--- config.mk ---
export PLATFORM = sky130hd
export DESIGN_NAME = sof_sync_pd_loop_with_pll_check
export DESIGN_NICKNAME = d
export VERILOG_FILES = /design/src/rtl/core/sspd_pkg.sv /design/src/rtl/core/sof_sync_pd_loop_with_pll_check.sv /design/src/rtl/core/sspd_cfg.sv /design/src/rtl/core/sspd_err.sv /design/src/rtl/core/sspd_loop.sv
export SDC_FILE = /design/constraint.sdc
export NUM_CORES = 1
export LEC_CHECK = 0
export ABC_AREA = 1
export BUFFER_PORTS_ARGS = -buffer_cell sky130_fd_sc_hd__buf_2
export CAP_MARGIN = 10
export CORE_AREA = 4 4 276 197
export CTS_CLUSTER_SIZE = 16
export DETAILED_ROUTE_END_ITERATION = 7
export DIE_AREA = 0 0 280 201
export SYNTH_ARGS = -nofsm -noshare
export SYNTH_HDL_FRONTEND = slang
export SYNTH_HIERARCHICAL = 1
export SYNTH_SLANG_ARGS = --single-unit
--- constraint.sdc ---
create_clock -name clk -period 9.9 [get_ports clk]
set_input_delay 0.495 -clock clk [delete_from_list [all_inputs] [get_ports clk]]
set_output_delay 0.495 -clock clk [all_outputs]
set_load 0.02 [all_outputs]
--- src/rtl/core/sspd_pkg.sv ---
`default_nettype none
package sspd_pkg;

  // Reset values of the configuration registers
  localparam logic [15:0] FRAC_DEFAULT_RST = 16'd32768;
  localparam logic [15:0] SOF_CENTER_RST   = 16'd22000;
  localparam logic [11:0] VERIFY_TIME_RST  = 12'd3000;
  localparam logic [7:0]  RESET_TIME_RST   = 8'd200;

  // Clamp window around the nominal value
  localparam logic [15:0] CLAMP_BELOW = 16'd1000;
  localparam logic [15:0] CLAMP_ABOVE = 16'd500;
  localparam logic [15:0] FRAC_MAX    = 16'hFFFF;

  // P gain 1/2500 as reciprocal multiply: ceil(2^26 / 2500)
  localparam logic [14:0] P_RECIP = 15'd26844;
  localparam int          P_SHIFT = 26;

  // Jitter thresholds
  localparam logic [14:0] JIT_LOW   = 15'd2;
  localparam logic [14:0] JIT_HIGH  = 15'd7;
  localparam logic [5:0]  JIT_LIMIT = 6'd50;

  // Aux clock divider codes
  localparam logic [3:0] DIV_NOM  = 4'd13;
  localparam logic [3:0] DIV_HIGH = 4'd14;

  typedef enum logic [1:0] {
    REG_FRAC_DEFAULT = 2'd0,
    REG_SOF_CENTER   = 2'd1,
    REG_VERIFY_TIME  = 2'd2,
    REG_RESET_TIME   = 2'd3
  } sspd_reg_t;

  typedef struct packed {
    logic [15:0] frac_default;
    logic [15:0] sof_center;
    logic [11:0] verify_time;
    logic [7:0]  reset_time;
  } sspd_cfg_t;

  // Front stage result: frame error and its P term
  typedef struct packed {
    logic signed [15:0] err;
    logic signed [4:0]  pterm;
  } sspd_pd_t;

endpackage
`default_nettype wire

--- src/rtl/core/sof_sync_pd_loop_with_pll_check.sv ---
// A result beat passes two registers after its input beat is accepted
//   (front register holding error and P term, then the loop/result register).
// Throughput: 1 beat per cycle unless out_ready stalls the result channel.
// Beats with frame_position bit 0 clear are accepted and give no result.
// Reset (rst_n low, synchronous) restores register defaults and loop state.
`default_nettype none
module sof_sync_pd_loop_with_pll_check
  import sspd_pkg::*;
(
  input  wire logic        clk,
  input  wire logic        rst_n,
  // input channel: one measured frame position per beat
  input  wire logic        in_valid,
  output      logic        in_ready,
  input  wire logic [15:0] in_frame_position,
  // result channel
  output      logic        out_valid,
  input  wire logic        out_ready,
  output      logic [15:0] out_frac_value,
  output      logic        out_led_on,
  output      logic [3:0]  out_clock_divider,
  // APB-style register port, registers at byte offsets 0, 4, 8, 12
  input  wire logic        cfg_psel,
  input  wire logic        cfg_penable,
  input  wire logic        cfg_pwrite,
  input  wire logic [3:0]  cfg_paddr,
  input  wire logic [31:0] cfg_pwdata,
  output      logic [31:0] cfg_prdata,
  output      logic        cfg_pready
);

  sspd_cfg_t cfg;
  logic      pd_valid;
  sspd_pd_t  pd;
  logic      take;

  // Register file: nominal value, target position, verify and hold times.
  sspd_cfg u_cfg (
    .clk         (clk),
    .rst_n       (rst_n),
    .cfg_psel    (cfg_psel),
    .cfg_penable (cfg_penable),
    .cfg_pwrite  (cfg_pwrite),
    .cfg_paddr   (cfg_paddr),
    .cfg_pwdata  (cfg_pwdata),
    .cfg_prdata  (cfg_prdata),
    .cfg_pready  (cfg_pready),
    .cfg         (cfg)
  );

  // Front stage: error from center and the P term, which do not depend
  // on loop state, are computed and registered as the beat enters.
  sspd_err u_err (
    .clk               (clk),
    .rst_n             (rst_n),
    .in_valid          (in_valid),
    .in_ready          (in_ready),
    .in_frame_position (in_frame_position),
    .sof_center        (cfg.sof_center),
    .take              (take),
    .pd_valid          (pd_valid),
    .pd                (pd)
  );

  // Loop stage: D term, wrap and clamp, jitter check and PLL reset
  // sequencing; its state registers drive the result beat directly.
  sspd_loop u_loop (
    .clk               (clk),
    .rst_n             (rst_n),
    .cfg               (cfg),
    .pd_valid          (pd_valid),
    .pd                (pd),
    .take              (take),
    .out_valid         (out_valid),
    .out_ready         (out_ready),
    .out_frac_value    (out_frac_value),
    .out_led_on        (out_led_on),
    .out_clock_divider (out_clock_divider)
  );

endmodule
`default_nettype wire

--- src/rtl/core/sspd_cfg.sv ---
`default_nettype none
module sspd_cfg
  import sspd_pkg::*;
(
  input  wire logic        clk,
  input  wire logic        rst_n,
  input  wire logic        cfg_psel,
  input  wire logic        cfg_penable,
  input  wire logic        cfg_pwrite,
  input  wire logic [3:0]  cfg_paddr,
  input  wire logic [31:0] cfg_pwdata,
  output      logic [31:0] cfg_prdata,
  output      logic        cfg_pready,
  output      sspd_cfg_t   cfg
);

  sspd_cfg_t cfg_r;
  logic      wr_en;
  sspd_reg_t idx;

  assign wr_en      = cfg_psel && cfg_penable && cfg_pwrite;
  assign idx        = sspd_reg_t'(cfg_paddr[3:2]);
  assign cfg_pready = 1'b1;
  assign cfg        = cfg_r;

  always_ff @(posedge clk) begin
    if (!rst_n) begin
      cfg_r.frac_default <= FRAC_DEFAULT_RST;
      cfg_r.sof_center   <= SOF_CENTER_RST;
      cfg_r.verify_time  <= VERIFY_TIME_RST;
      cfg_r.reset_time   <= RESET_TIME_RST;
    end else if (wr_en) begin
      unique case (idx)
        REG_FRAC_DEFAULT: cfg_r.frac_default <= cfg_pwdata[15:0];
        REG_SOF_CENTER:   cfg_r.sof_center   <= cfg_pwdata[15:0];
        REG_VERIFY_TIME:  cfg_r.verify_time  <= cfg_pwdata[11:0];
        REG_RESET_TIME:   cfg_r.reset_time   <= cfg_pwdata[7:0];
        default: ;
      endcase
    end
  end

  always_comb begin
    unique case (idx)
      REG_FRAC_DEFAULT: cfg_prdata = {16'd0, cfg_r.frac_default};
      REG_SOF_CENTER:   cfg_prdata = {16'd0, cfg_r.sof_center};
      REG_VERIFY_TIME:  cfg_prdata = {20'd0, cfg_r.verify_time};
      REG_RESET_TIME:   cfg_prdata = {24'd0, cfg_r.reset_time};
      default:          cfg_prdata = 32'd0;
    endcase
  end

endmodule
`default_nettype wire

--- src/rtl/core/sspd_err.sv ---
`default_nettype none
module sspd_err
  import sspd_pkg::*;
(
  input  wire logic        clk,
  input  wire logic        rst_n,
  input  wire logic        in_valid,
  output      logic        in_ready,
  input  wire logic [15:0] in_frame_position,
  input  wire logic [15:0] sof_center,
  input  wire logic        take,
  output      logic        pd_valid,
  output      sspd_pd_t    pd
);

  logic               valid_r;
  sspd_pd_t           pd_r;
  logic signed [15:0] err;
  logic [15:0]        mag;
  logic [30:0]        prod;
  logic [4:0]         quo;
  logic signed [4:0]  pterm;
  logic               acc;

  assign in_ready = !valid_r || take;
  assign acc      = in_valid && in_ready;

  // error wraps to 16 bits; |err| / 2500 by reciprocal multiply, max 13
  assign err   = signed'(in_frame_position - sof_center);
  assign mag   = err[15] ? 16'(-err) : 16'(err);
  assign prod  = 31'(mag) * 31'(P_RECIP);
  assign quo   = prod[P_SHIFT+4:P_SHIFT];
  assign pterm = err[15] ? -signed'(quo) : signed'(quo);

  always_ff @(posedge clk) begin
    if (!rst_n) begin
      valid_r <= 1'b0;
    end else if (acc) begin
      valid_r <= in_frame_position[0];  // beats without the flag drop here
    end else if (take) begin
      valid_r <= 1'b0;
    end
  end

  always_ff @(posedge clk) begin
    if (acc) begin
      pd_r.err   <= err;
      pd_r.pterm <= pterm;
    end
  end

  assign pd_valid = valid_r;
  assign pd       = pd_r;

endmodule
`default_nettype wire

--- src/rtl/core/sspd_loop.sv ---
`default_nettype none
module sspd_loop
  import sspd_pkg::*;
(
  input  wire logic        clk,
  input  wire logic        rst_n,
  input  wire sspd_cfg_t   cfg,
  input  wire logic        pd_valid,
  input  wire sspd_pd_t    pd,
  output      logic        take,
  output      logic        out_valid,
  input  wire logic        out_ready,
  output      logic [15:0] out_frac_value,
  output      logic        out_led_on,
  output      logic [3:0]  out_clock_divider
);

  logic               out_valid_r;
  logic [15:0]        frac_r, frac_nxt;
  logic signed [15:0] prev_r;
  logic [7:0]         rc_r, rc_nxt;
  logic [11:0]        vc_r, vc_nxt;
  logic [14:0]        avg_r, avg_nxt;
  logic [5:0]         ev_r, ev_nxt;
  logic               led_r, led_nxt;
  logic               div_r, div_nxt;

  logic signed [15:0] diff;
  logic signed [15:0] diff_adj;
  logic signed [15:0] dterm;
  logic [15:0]        step;
  logic [15:0]        lo, hi, clamped;
  logic [15:0]        dmag;
  logic [16:0]        avg_sum;
  logic [14:0]        avg_new;
  logic [5:0]         ev_new;

  assign take = pd_valid && (!out_valid_r || out_ready);

  // PD step: D term truncates toward zero
  assign diff     = pd.err - prev_r;
  assign diff_adj = diff + signed'({15'd0, diff[15]});
  assign dterm    = diff_adj >>> 1;
  assign step     = frac_r + {{11{pd.pterm[4]}}, pd.pterm} + dterm;

  assign lo = (cfg.frac_default < CLAMP_BELOW) ? 16'd0
                                               : cfg.frac_default - CLAMP_BELOW;
  assign hi = (cfg.frac_default > FRAC_MAX - CLAMP_ABOVE) ? FRAC_MAX
                                                          : cfg.frac_default + CLAMP_ABOVE;

  always_comb begin
    clamped = (step > hi) ? hi : step;
    if (clamped < lo) begin
      clamped = lo;
    end
  end

  // jitter average: (avg + |diff|) mod 2^16, halved
  assign dmag    = diff[15] ? 16'(-diff) : 16'(diff);
  assign avg_sum = 17'(avg_r) + 17'(dmag);
  assign avg_new = avg_sum[15:1];

  always_comb begin
    ev_new = ev_r;
    if (avg_new < JIT_LOW) begin
      if (ev_r != 6'd0) begin
        ev_new = ev_r - 6'd1;
      end
    end else if (avg_new > JIT_HIGH) begin
      ev_new = ev_r + 6'd1;
    end
  end

  always_comb begin
    frac_nxt = clamped;
    rc_nxt   = rc_r;
    vc_nxt   = vc_r;
    avg_nxt  = avg_r;
    ev_nxt   = ev_r;
    led_nxt  = led_r;
    div_nxt  = div_r;
    if (vc_r != 12'd0) begin
      if (rc_r != 8'd0) begin
        // PLL hold phase
        frac_nxt = 16'd0;
        rc_nxt   = rc_r - 8'd1;
        if (rc_r == 8'd1) begin
          frac_nxt = cfg.frac_default;
          led_nxt  = 1'b0;
          div_nxt  = 1'b0;
        end
      end else begin
        vc_nxt  = vc_r - 12'd1;
        avg_nxt = avg_new;
        ev_nxt  = ev_new;
        if (ev_new > JIT_LIMIT) begin
          avg_nxt = 15'd0;
          ev_nxt  = 6'd0;
          rc_nxt  = cfg.reset_time;
          vc_nxt  = cfg.verify_time;
          led_nxt = 1'b1;
          div_nxt = 1'b1;
        end
      end
    end
  end

  always_ff @(posedge clk) begin
    if (!rst_n) begin
      out_valid_r <= 1'b0;
      frac_r      <= FRAC_DEFAULT_RST;
      prev_r      <= 16'sd0;
      rc_r        <= 8'd0;
      vc_r        <= VERIFY_TIME_RST;
      avg_r       <= 15'd0;
      ev_r        <= 6'd0;
      led_r       <= 1'b0;
      div_r       <= 1'b0;
    end else begin
      if (take) begin
        out_valid_r <= 1'b1;
        frac_r      <= frac_nxt;
        prev_r      <= pd.err;
        rc_r        <= rc_nxt;
        vc_r        <= vc_nxt;
        avg_r       <= avg_nxt;
        ev_r        <= ev_nxt;
        led_r       <= led_nxt;
        div_r       <= div_nxt;
      end else if (out_ready) begin
        out_valid_r <= 1'b0;
      end
    end
  end

  // loop state doubles as the result register
  assign out_valid         = out_valid_r;
  assign out_frac_value    = frac_r;
  assign out_led_on        = led_r;
  assign out_clock_divider = div_r ? DIV_HIGH : DIV_NOM;

`ifndef SYNTHESIS
  a_led_div: assert property (@(posedge clk) disable iff (!rst_n)
    led_r == div_r)
    else $error("LED and divider state disagree");

  a_ev_max: assert property (@(posedge clk) disable iff (!rst_n)
    ev_r <= JIT_LIMIT)
    else $error("jitter count above reset limit");

  a_window_closed: assert property (@(posedge clk) disable iff (!rst_n)
    take && (vc_r == 12'd0) |=> (vc_r == 12'd0))
    else $error("verify window reopened without reset");

  a_hold_zero: assert property (@(posedge clk) disable iff (!rst_n)
    take && (vc_r != 12'd0) && (rc_r > 8'd1) |=> (frac_r == 16'd0))
    else $error("nonzero output during PLL hold");
`endif

endmodule
`default_nettype wire

==> impl_metrics.ini <==
[status]
status = finished clean

[timing]
min_period_ps = 8940
rsz0062_at_grt = no
setup_viol = 0
slew_headroom = 0.340
worst_pin_slew_ps = 986
setup-tns-final_ps = 0
finClkSkew_ps = 26.5
fmax_mhz = 112
hold_viol_final = 0
fin_crit_sh = 0.903
drv_slew = 0

[clocking]
cts_tree = built
clk_latency_ps = 460
cts_made_buffers = 17
cts_resized = 0
postCtsSetupBuffers = 0
cts_max_path_buffers = 2
clock-sinks = 149
clk_pin_slew_ps = 80
clockRootBuffer = clkbuf_16
htree_levels = 4
postCtsHoldBufs = 0

[final_layout]
final_cells = 3409
layout-drive-gt1-share = 0.0899
area_growth_pct = 8.92
antenna_cells = 0
design_area_sq_um = 19600
n_fill_cell = 5633
nets = 3050
finish.utilization = 0.378

[synthesis]
yosysWarningCount = 6
synth.area.top_cells = dfxtp_1, ha_1, nand2_1
synth_common_cells = nand2_1, inv_1, nand3_1
netlist_area_sq_um = 17900
synth_edf_count = 21
async_flop_share = 0
ys_seq_area_frac = 0.178
synth_most_common_cell = nand2_1
synthCells = 2664
netlist.area_leader.share = 0.143
yosys_most_used_dff = dfxtp_1
ys_types = 65
synth_seq_cells = 149
synth_top_cell_by_area = dfxtp_1
avgSynthCellArea_sq_um = 6.74

[setup_path]
r2r_setup_slack_ps = 960
cp_max_fo = 20
endpoint_kind = flip-flop
critPathLaunchType = flip-flop
path_class = reg -> reg
cp.required_ps = 10280
crit_path_top_delay_cell = fa_1
critPathCapture = u_loop/out_frac_value[2]
reg2reg_from = u_err/pd[11]
cpPeakStageDelay_ps = 450
crit_top_cell = nand2_1
reg2reg_to = u_loop/out_frac_value[2]
crit_start = u_err/pd[11]
arrival_ps = 9320
rr_worst_depth = 50

[min_path]
worstHoldPathType = in -> reg

[floorplanning]
core_sq_um = 51800
io_pins = 115
die_x_um = 280
fp-row-count = 70
start_util = 0.347
fp.dieH_um = 201
die_area_sq_um = 56300

[global_routing]
grt_first_pass_wirelength_um = 82300
grt_usage = 0.182
antenna_found_initial = 0
grt_pass1_vias = 14800
grt_remaining_overflow = 0
grt_max_degree = 92

[placement]
placed_cells_incl_taps = 3377
portBuffers = 77
place_congestion = 0.893
dpl.hpwl_um = 42300
detailed_place.area_sq_um = 18900

[route]
dr.pass1.iters = 5
wire_per_inst_um = 15.1
drt-initial-drc-count = 1332
ant_nets = 0
drc = 0
num_vias = 16400
viasPerCell = 4.80
wirelength_um = 51400

[run]
max_cap_violations = 0
[sequential cells by signal, indices dropped and copies added, names as in the netlist]
| register | count |
|---|---|
| u_loop/prev_r | 16 |
| u_loop/rc_r | 8 |
| u_loop/vc_r | 12 |
| u_loop/ev_r | 6 |
| u_loop/div_r | 1 |
| u_err/pd | 21 |
| u_loop/out_frac_value | 16 |
| u_err/pd_valid | 1 |
| u_loop/avg_r | 15 |
| u_loop/out_valid | 1 |
| u_cfg/cfg | 52 |
[kinds of logic after synthesis]
group / share of synthesized area
AND/OR/NAND/NOR: 0.312
buffers and inverters: 0.129
AO/OA/AOI/OAI: 0.104
adder cells (fa/ha/maj): 0.229
flip-flops: 0.178
XOR/XNOR: 0.0478
other: 0.000627
[cell usage in the layout (no fill, tap or decap), types with 21 or more instances in the layout]
master,n
o21ai_0,108
a21oi_1,156
inv_1,478
nor2_1,203
fa_1,82
xor2_1,68
nand3b_1,21
nor3_1,27
edfxtp_1,21
buf_2,77
dfxtp_1,128
nand2_1,616
nand3_1,222
nand4_1,45
ha_1,197
nand2_2,31
[routing by layer]
| layer | routed length [um] | track usage |
|---|---|---|
| met3 | 3440 | 0.0350 |
| met4 | 269 | 0.0250 |
| met5 | 0 | 0 |
| met2 | 19400 | 0.246 |
| met1 | 28300 | 0.298 |
[worst max-delay path: cells and delay by family (launching register included)]
| kind | cells | cell delay [ps] |
|---|---|---|
| adders and majority gates | 6 | 2100 |
| xor gates and xnor gates | 1 | 220 |
| and+or+nand+nor | 24 | 3200 |
| DFF | 1 | 400 |
| buffers and inverters | 8 | 1070 |
| AOI/OAI and AO/OA | 11 | 1890 |
[final cells by class]
class / instances / area, sq um / share of cell area
multi-input combinational: 1955 / 12500 / 0.640
tap: 684 / 856 / 0.0438
timing repair buffer: 93 / 505 / 0.0259
clock buffer: 17 / 425 / 0.0218
clock inverter: 15 / 194 / 0.00992
sequential: 149 / 3190 / 0.163
inverter: 496 / 1860 / 0.0954
[how the worst min path moves through the flow]
| stage | depth (start not counted) | slack (ps) | to | start |
|---|---|---|---|---|
| finish | 3 | 270 | u_cfg/cfg[32] | cfg_pwdata[12] |
| global route | 3 | 260 | u_cfg/cfg[32] | cfg_pwdata[12] |
| CTS | 3 | 250 | u_cfg/cfg[32] | cfg_pwdata[12] |
| detailed placement | 2 | 450 | u_loop/prev_r[5] | u_loop/prev_r[5] |
| global placement | 2 | 450 | u_loop/prev_r[6] | u_loop/prev_r[6] |
| floorplan | 2 | 430 | u_loop/prev_r[12] | u_loop/prev_r[12] |
[metrics by stage]
stage	hold WS (ps)	worst slack [ps]
6_report	274	958
3_3_place_gp	446	1230
3_5_place_dp	454	1190
2_1_floorplan	433	1390
5_1_grt	257	87.1
4_1_cts	252	1070
Power is left out: the tool's default activity adds up to more than one toggle a clock period on the data nets, which glitch-free logic cannot reach.
